===== config.mk =====
export PLATFORM = sky130hd
export DESIGN_NAME = sha256_message_hasher
export DESIGN_NICKNAME = d
export VERILOG_FILES = /design/src/sv/sha256_pkg.sv /design/src/sv/sha256_core.sv /design/src/sv/sha256_message_hasher.sv
export SDC_FILE = /design/constraint.sdc
export NUM_CORES = 2
export LEC_CHECK = 0
export ABC_AREA = 1
export BUFFER_PORTS_ARGS = -buffer_cell sky130_fd_sc_hd__buf_2
export CAP_MARGIN = 30
export CORE_AREA = 8 8 518 520
export CTS_CLUSTER_SIZE = 25
export DETAILED_ROUTE_END_ITERATION = 10
export DIE_AREA = 0 0 526 528
export PLACE_DENSITY = 0.53
export RECOVER_POWER = 100
export REMOVE_ABC_BUFFERS = 1
export SYNTH_ARGS = -nofsm -noshare
export SYNTH_HDL_FRONTEND = slang
export SYNTH_HIERARCHICAL = 1
export SYNTH_SLANG_ARGS = --single-unit

===== constraint.sdc =====
create_clock -name aclk -period 19.81 [get_ports aclk]
set_clock_uncertainty 0.2 [all_clocks]
set_input_delay 3.962 -clock aclk [delete_from_list [all_inputs] [get_ports aclk]]
set_output_delay 3.962 -clock aclk [all_outputs]
set_load 0.005 [all_outputs]

===== src/sv/sha256_pkg.sv =====
// Shared types, round constants and initial hash values for the SHA-256 hasher.
// No dependencies; imported by sha256_core and sha256_message_hasher.
package sha256_pkg;

    typedef logic [31:0] word_t;

    // Sequencer of the top level
    typedef enum logic [2:0] {
        ST_IDLE,
        ST_PAD,
        ST_ZERO,
        ST_GO,
        ST_WAIT,
        ST_OUT
    } top_state_t;

    // Where the top level goes once a compression finishes
    typedef enum logic [1:0] {
        AFT_IDLE,
        AFT_PAD,
        AFT_ZERO,
        AFT_OUT
    } after_t;

    // Sequencer of the compression unit
    typedef enum logic [1:0] {
        CS_IDLE,
        CS_ROUND,
        CS_ADD
    } core_state_t;

    typedef struct packed {
        logic start;
        logic init;
    } core_ctrl_t;

    typedef struct packed {
        logic busy;
        logic done;
    } core_stat_t;

    localparam int unsigned BLOCK_WORDS = 16;
    localparam int unsigned HASH_WORDS  = 8;
    localparam int unsigned ROUNDS      = 64;

    localparam logic [5:0] LAST_BYTE   = 6'd63;
    localparam logic [5:0] LEN_POS     = 6'd56;
    localparam logic [5:0] LAST_ROUND  = 6'd63;
    localparam logic [2:0] LAST_DIGEST = 3'd7;
    localparam logic [7:0] PAD_MARKER  = 8'h80;

    localparam word_t K_TABLE [ROUNDS] = '{
        32'h428a2f98, 32'h71374491, 32'hb5c0fbcf, 32'he9b5dba5,
        32'h3956c25b, 32'h59f111f1, 32'h923f82a4, 32'hab1c5ed5,
        32'hd807aa98, 32'h12835b01, 32'h243185be, 32'h550c7dc3,
        32'h72be5d74, 32'h80deb1fe, 32'h9bdc06a7, 32'hc19bf174,
        32'he49b69c1, 32'hefbe4786, 32'h0fc19dc6, 32'h240ca1cc,
        32'h2de92c6f, 32'h4a7484aa, 32'h5cb0a9dc, 32'h76f988da,
        32'h983e5152, 32'ha831c66d, 32'hb00327c8, 32'hbf597fc7,
        32'hc6e00bf3, 32'hd5a79147, 32'h06ca6351, 32'h14292967,
        32'h27b70a85, 32'h2e1b2138, 32'h4d2c6dfc, 32'h53380d13,
        32'h650a7354, 32'h766a0abb, 32'h81c2c92e, 32'h92722c85,
        32'ha2bfe8a1, 32'ha81a664b, 32'hc24b8b70, 32'hc76c51a3,
        32'hd192e819, 32'hd6990624, 32'hf40e3585, 32'h106aa070,
        32'h19a4c116, 32'h1e376c08, 32'h2748774c, 32'h34b0bcb5,
        32'h391c0cb3, 32'h4ed8aa4a, 32'h5b9cca4f, 32'h682e6ff3,
        32'h748f82ee, 32'h78a5636f, 32'h84c87814, 32'h8cc70208,
        32'h90befffa, 32'ha4506ceb, 32'hbef9a3f7, 32'hc67178f2
    };

    localparam word_t H_INIT [HASH_WORDS] = '{
        32'h6a09e667, 32'hbb67ae85, 32'h3c6ef372, 32'ha54ff53a,
        32'h510e527f, 32'h9b05688c, 32'h1f83d9ab, 32'h5be0cd19
    };

    function automatic word_t rotr(word_t x, int unsigned n);
        return (x >> n) | (x << (32 - n));
    endfunction

endpackage


===== src/sv/sha256_core.sv =====
// SHA-256 compression unit: one round per cycle over a 16-word schedule window,
// then a feed-forward add into the eight hash words. Depends on sha256_pkg.
module sha256_core (
    input  logic                 aclk,
    input  logic                 aresetn,
    input  sha256_pkg::core_ctrl_t ctrl,
    input  sha256_pkg::word_t    block_in [16],
    output sha256_pkg::word_t    hash_out [8],
    output sha256_pkg::core_stat_t stat
);
    import sha256_pkg::*;

    core_state_t state_reg, state_next;
    logic [5:0]  rnd_reg;
    word_t       hash_reg [HASH_WORDS];
    word_t       w_reg [BLOCK_WORDS];
    word_t       v_reg [HASH_WORDS];
    word_t       v_next [HASH_WORDS];
    word_t       w_new;
    word_t       big0, big1, ch, maj, t1, s0, s1;

    // Round datapath
    always_comb begin
        big1 = rotr(v_reg[4], 6) ^ rotr(v_reg[4], 11) ^ rotr(v_reg[4], 25);
        ch   = (v_reg[4] & v_reg[5]) ^ (~v_reg[4] & v_reg[6]);
        t1   = v_reg[7] + big1 + ch + K_TABLE[rnd_reg] + w_reg[0];
        big0 = rotr(v_reg[0], 2) ^ rotr(v_reg[0], 13) ^ rotr(v_reg[0], 22);
        maj  = (v_reg[0] & v_reg[1]) ^ (v_reg[0] & v_reg[2]) ^ (v_reg[1] & v_reg[2]);
        v_next[7] = v_reg[6];
        v_next[6] = v_reg[5];
        v_next[5] = v_reg[4];
        v_next[4] = v_reg[3] + t1;
        v_next[3] = v_reg[2];
        v_next[2] = v_reg[1];
        v_next[1] = v_reg[0];
        v_next[0] = t1 + big0 + maj;
        s0    = rotr(w_reg[1], 7) ^ rotr(w_reg[1], 18) ^ (w_reg[1] >> 3);
        s1    = rotr(w_reg[14], 17) ^ rotr(w_reg[14], 19) ^ (w_reg[14] >> 10);
        w_new = w_reg[0] + s0 + w_reg[9] + s1;
    end

    always_comb begin
        state_next = state_reg;
        case (state_reg)
            CS_IDLE: begin
                if (ctrl.start) state_next = CS_ROUND;
            end
            CS_ROUND: begin
                if (rnd_reg == LAST_ROUND) state_next = CS_ADD;
            end
            CS_ADD: begin
                state_next = CS_IDLE;
            end
            default: state_next = CS_IDLE;
        endcase
    end

    always_comb begin
        stat.busy = (state_reg != CS_IDLE);
        stat.done = (state_reg == CS_ADD);
    end

    always_ff @(posedge aclk) begin
        if (!aresetn) begin
            state_reg <= CS_IDLE;
            rnd_reg   <= '0;
            hash_reg  <= H_INIT;
        end else begin
            state_reg <= state_next;
            if (state_reg == CS_ROUND) begin
                rnd_reg <= rnd_reg + 6'd1;
            end else begin
                rnd_reg <= '0;
            end
            if (state_reg == CS_ADD) begin
                for (int i = 0; i < HASH_WORDS; i++) begin
                    hash_reg[i] <= hash_reg[i] + v_reg[i];
                end
            end else if (state_reg == CS_IDLE && ctrl.init) begin
                hash_reg <= H_INIT;
            end
        end
    end

    // Working variables and schedule window
    always_ff @(posedge aclk) begin
        if (state_reg == CS_IDLE && ctrl.start) begin
            w_reg <= block_in;
            v_reg <= hash_reg;
        end else if (state_reg == CS_ROUND) begin
            v_reg <= v_next;
            for (int i = 0; i < BLOCK_WORDS - 1; i++) begin
                w_reg[i] <= w_reg[i + 1];
            end
            w_reg[BLOCK_WORDS - 1] <= w_new;
        end
    end

    assign hash_out = hash_reg;

endmodule


===== src/sv/sha256_message_hasher.sv =====
// Top level of the SHA-256 byte-stream hasher: byte packing, padding, length
// count, digest output. Depends on sha256_pkg and sha256_core.
//
// Usage: each request on s_ carries one optional byte (s_has_byte) and an
// end-of-message flag. Bytes are packed big-endian into a 16-word block.
// The 64th byte of a block starts the compression unit, which runs one
// round per cycle; s_ready stays low through the start, the 64 rounds and
// the feed-forward add, so no byte is taken while a block is compressed.
// The round loop of the compression unit sets the throughput.
// On end of message the tail is padded and compressed once, or
// twice when fewer than nine bytes of room remain; then the eight digest
// words go out on m_, word 0 first, m_last_word on word 7. s_ready stays low
// while the digest is offered; a stalled m_ready holds the current word.
// After the last word is taken the hash, length and byte count return to
// their initial values. Reset (aresetn low, synchronous) does the same and
// drops any partial message.
module sha256_message_hasher (
    input  logic        aclk,
    input  logic        aresetn,
    input  logic        s_valid,
    output logic        s_ready,
    input  logic [7:0]  s_data_byte,
    input  logic        s_has_byte,
    input  logic        s_end_of_message,
    output logic        m_valid,
    input  logic        m_ready,
    output logic [31:0] m_digest_word,
    output logic [2:0]  m_word_index,
    output logic        m_last_word
);
    import sha256_pkg::*;

    top_state_t state_reg, state_next;
    after_t     after_reg, after_next;
    logic [5:0]  pos_reg, pos_next;
    logic [60:0] len_reg, len_next;
    logic [2:0]  oidx_reg, oidx_next;
    word_t       block_reg [BLOCK_WORDS];
    word_t       block_next [BLOCK_WORDS];
    word_t       hash_w [HASH_WORDS];
    core_ctrl_t  core_ctrl;
    core_stat_t  core_stat;
    logic        s_req, m_req, full_blk;
    logic [1:0]  lane;
    logic [5:0]  bpos;

    assign s_req    = s_valid && s_ready;
    assign m_req    = m_valid && m_ready;
    assign full_blk = s_req && s_has_byte && (pos_reg == LAST_BYTE);
    assign lane     = ~pos_reg[1:0];

    sha256_core u_core (
        .aclk     (aclk),
        .aresetn  (aresetn),
        .ctrl     (core_ctrl),
        .block_in (block_reg),
        .hash_out (hash_w),
        .stat     (core_stat)
    );

    // Next state
    always_comb begin
        state_next = state_reg;
        after_next = after_reg;
        case (state_reg)
            ST_IDLE: begin
                if (full_blk) begin
                    state_next = ST_GO;
                    after_next = s_end_of_message ? AFT_PAD : AFT_IDLE;
                end else if (s_req && s_end_of_message) begin
                    state_next = ST_PAD;
                end
            end
            ST_PAD: begin
                state_next = ST_GO;
                after_next = (pos_reg >= LEN_POS) ? AFT_ZERO : AFT_OUT;
            end
            ST_ZERO: begin
                state_next = ST_GO;
                after_next = AFT_OUT;
            end
            ST_GO: begin
                state_next = ST_WAIT;
            end
            ST_WAIT: begin
                if (core_stat.done) begin
                    case (after_reg)
                        AFT_IDLE: state_next = ST_IDLE;
                        AFT_PAD:  state_next = ST_PAD;
                        AFT_ZERO: state_next = ST_ZERO;
                        AFT_OUT:  state_next = ST_OUT;
                        default:  state_next = ST_IDLE;
                    endcase
                end
            end
            ST_OUT: begin
                if (m_req && oidx_reg == LAST_DIGEST) state_next = ST_IDLE;
            end
            default: state_next = ST_IDLE;
        endcase
    end

    // Handshake and unit control
    always_comb begin
        s_ready        = (state_reg == ST_IDLE);
        m_valid        = (state_reg == ST_OUT);
        core_ctrl.start = (state_reg == ST_GO);
        core_ctrl.init  = (state_reg == ST_OUT) && m_req && (oidx_reg == LAST_DIGEST);
        m_digest_word  = hash_w[oidx_reg];
        m_word_index   = oidx_reg;
        m_last_word    = (oidx_reg == LAST_DIGEST);
    end

    // Counters and block store
    always_comb begin
        pos_next   = pos_reg;
        len_next   = len_reg;
        oidx_next  = oidx_reg;
        block_next = block_reg;
        bpos       = '0;
        case (state_reg)
            ST_IDLE: begin
                if (s_req && s_has_byte) begin
                    block_next[pos_reg[5:2]][{lane, 3'b000} +: 8] = s_data_byte;
                    pos_next = pos_reg + 6'd1;
                    len_next = len_reg + 61'd1;
                end
            end
            ST_PAD: begin
                // marker at the current position, zeros after it
                for (int i = 0; i < BLOCK_WORDS; i++) begin
                    for (int j = 0; j < 4; j++) begin
                        bpos = 6'(4 * i + j);
                        if (bpos == pos_reg) begin
                            block_next[i][8 * (3 - j) +: 8] = PAD_MARKER;
                        end else if (bpos > pos_reg) begin
                            block_next[i][8 * (3 - j) +: 8] = 8'h00;
                        end
                    end
                end
                if (pos_reg < LEN_POS) begin
                    block_next[14] = len_reg[60:29];
                    block_next[15] = {len_reg[28:0], 3'b000};
                end
            end
            ST_ZERO: begin
                for (int i = 0; i < BLOCK_WORDS - 2; i++) begin
                    block_next[i] = '0;
                end
                block_next[14] = len_reg[60:29];
                block_next[15] = {len_reg[28:0], 3'b000};
            end
            ST_OUT: begin
                if (m_req) begin
                    oidx_next = oidx_reg + 3'd1;
                    if (oidx_reg == LAST_DIGEST) begin
                        pos_next = '0;
                        len_next = '0;
                    end
                end
            end
            default: begin
            end
        endcase
    end

    always_ff @(posedge aclk) begin
        if (!aresetn) begin
            state_reg <= ST_IDLE;
            after_reg <= AFT_IDLE;
            pos_reg   <= '0;
            len_reg   <= '0;
            oidx_reg  <= '0;
        end else begin
            state_reg <= state_next;
            after_reg <= after_next;
            pos_reg   <= pos_next;
            len_reg   <= len_next;
            oidx_reg  <= oidx_next;
        end
    end

    always_ff @(posedge aclk) begin
        block_reg <= block_next;
    end

`ifndef SYNTH
    a_one_side: assert property (@(posedge aclk) disable iff (!aresetn)
        !(s_ready && m_valid))
        else $error("input and digest channels open together");

    a_full_block_busy: assert property (@(posedge aclk) disable iff (!aresetn)
        full_blk |=> !s_ready && !m_valid)
        else $error("full block did not start compression");

    a_done_in_wait: assert property (@(posedge aclk) disable iff (!aresetn)
        core_stat.done |-> (state_reg == ST_WAIT))
        else $error("compression finished outside wait");

    a_end_reopens: assert property (@(posedge aclk) disable iff (!aresetn)
        (m_req && m_last_word) |=> s_ready && pos_reg == 6'd0 && len_reg == 61'd0)
        else $error("state not cleared after digest");
`endif

endmodule

==> out/qor.yml <==
logic_synthesis:
  synth_area_um2: 103500
  yosys_warnings: 6
  syn_inst: 12810
  postSynthAreaPerCell_um2: 8.078
floorplan:
  core_area_um2: 260600
  die_width_um: 526
  rows: 188
  io_pins: 52
  start_util: 0.3971
  die_y_um: 528
  dieArea_um2: 277700
sta:
  worst_pin_slew_ns: 9.306
  setup_tns_ns: 0
  finalCritPeriodShare: 0.6722
  hold_violations: 0
  drv_slew: 2274
  period_minus_slack_ns: 13.32
  rsz0062_at_grt: "no"
  max_freq_mhz: 75.10
  finalSetupViolCount: 0
  max_slew_margin: -5.204
clock_network:
  clock_sinks: 1619
  numCtsBuffers: 198
  cts_max_path_buffers: 4
  postCtsHoldBufs: 0
  htreeDepth: 4
  cts-root-buf: "clkbuf_16"
  clk_pin_slew_ns: 0.06
  cts_tree: "yes"
  ctsResizeCount: 0
  clk_latency_ns: 0.94
  postCtsSetupBuffers: 0
global_routing:
  busiest_layer: "met2"
  grt_pass1_wl_um: 639900
  use_met1: 0.3921
  grt.met2_usage: 0.5094
  grt_pass1_vias: 89190
  grt-ovfl-total: 0
  track_usage: 0.3107
  grt_max_degree: 189
  grt_util_met3: 0.04705
  antenna_found_initial: 15
flow_run:
  max-cap-violations: 49
placed_design:
  place_congestion: 1.025
  dp_hpwl_um: 339400
  portBuffers: 51
  dp.cells: 15910
setup_path:
  cp_slowest_cell: "clkinvlp_2"
  regToRegSetupSlack_ns: 6.49
  path_cells: "buf_4 > nor2_1 > nand2_1 > clkinvlp_2 > buf_12 > buf_4 > clkbuf_1 > buf_16 > nand2_1 > nand2_1"
  worstPathArrival_ns: 13.71
  worst_setup_path_end_kind: "register"
  crit_type: "reg2reg"
  cp_common_cell: "nand2_1"
  cp-start-kind: "register"
  cp_max_fo: 180
  slowest_delay_ns: 5.84
  required_ns: 20.20
detailed_routing:
  drc_errors: 0
  avgRoutedWirePerCell_um: 27.67
  drtIter0Drc: 10160
  vias: 93040
  first_pass_iters: 8
  routed_wl_um: 450200
  via_per_inst: 5.718
  ant_nets: 0
finish:
  finalNonFillerCells: 16270
  largest_reg_flops: 512
  layout-drive-gt1-share: 0.04718
  area_growth_pct: 9.170
  nNetsFinal: 13310
status:
  violations: "max-capacitance violations, max-slew violations"
  outcome: "finished, violations left"
worst_hold_path:
  hp-class: "reg2reg"
path summary, 6_finish.rpt:
| check | from | endpoint | depth (start not counted) |
|---|---|---|---|
| worst max-delay path | u_core/state_reg[1]$_SDFFE_PN0P_ | u_core/w_reg[475]$_DFFE_PP_ | 10 |
| worst min register to register | register | u_core/w_reg[367]$_DFFE_PP_ | 2 |
| worst min-delay path | register | u_core/w_reg[367]$_DFFE_PP_ | 2 |
| worst max register to register | u_core/state_reg[1]$_SDFFE_PN0P_ | u_core/w_reg[475]$_DFFE_PP_ | 10 |
area by class of cell:
| class | count | area, µm² |
|---|---|---|
| Antenna cell | 6 | 15.01 |
| Clock buffer | 244 | 5248 |
| Clock inverter | 111 | 1281 |
| Fill cell | 26520 | 147700 |
| Inverter | 1456 | 5482 |
| Multi-Input combinational cell | 9247 | 50410 |
| Sequential cell | 1619 | 45230 |
| Tap cell | 3420 | 4279 |
| Timing Repair Buffer | 168 | 1042 |
layout by cell type (no fill, tap or decap), types with 116 or more instances in the layout:
master and count:
inv_1 1391, dfxtp_1 337, nand3_1 408, clkbuf_16 198, ha_1 404, nor3_1 116
nand4_1 133, o21ai_0 824, clkbuf_1 124, nor2_1 1022, o22ai_1 176, xnor2_1 160
a21oi_1 1008, edfxtp_1 1280, fa_1 197, xor2_1 209, nand2_1 3766
routing by layer:
| layer | routed length [µm] | part of all wire |
|---|---|---|
| met1 | 179300 | 0.40 |
| met2 | 205900 | 0.46 |
| met3 | 32450 | 0.072 |
| met4 | 32470 | 0.072 |
| met5 | 57 | 0.00013 |
worst max-delay path: cells and delay by family, from the launching register on:
family | cells | cell delay, ns
buffers and inverters | 6 | 9.39
AND/OR/NAND/NOR | 4 | 2.80
flip-flops | 1 | 0.31
through the flow:
step	cell area (µm²)	utilization	hold WS, ns	setup slack [ns]
2_1_floorplan	101300	-	0.2594	-17.25
3_3_place_gp	106700	0.4095	0.2810	11.66
3_5_place_dp	106900	0.4102	0.2873	11.75
4_1_cts	113400	0.4352	0.2554	11.66
5_1_grt	113000	0.4334	0.2838	5.724
6_report	113000	0.4335	0.2559	6.494
Power is left out: the tool's default activity adds up to more than one toggle a clock period on the data nets, which glitch-free logic cannot reach.
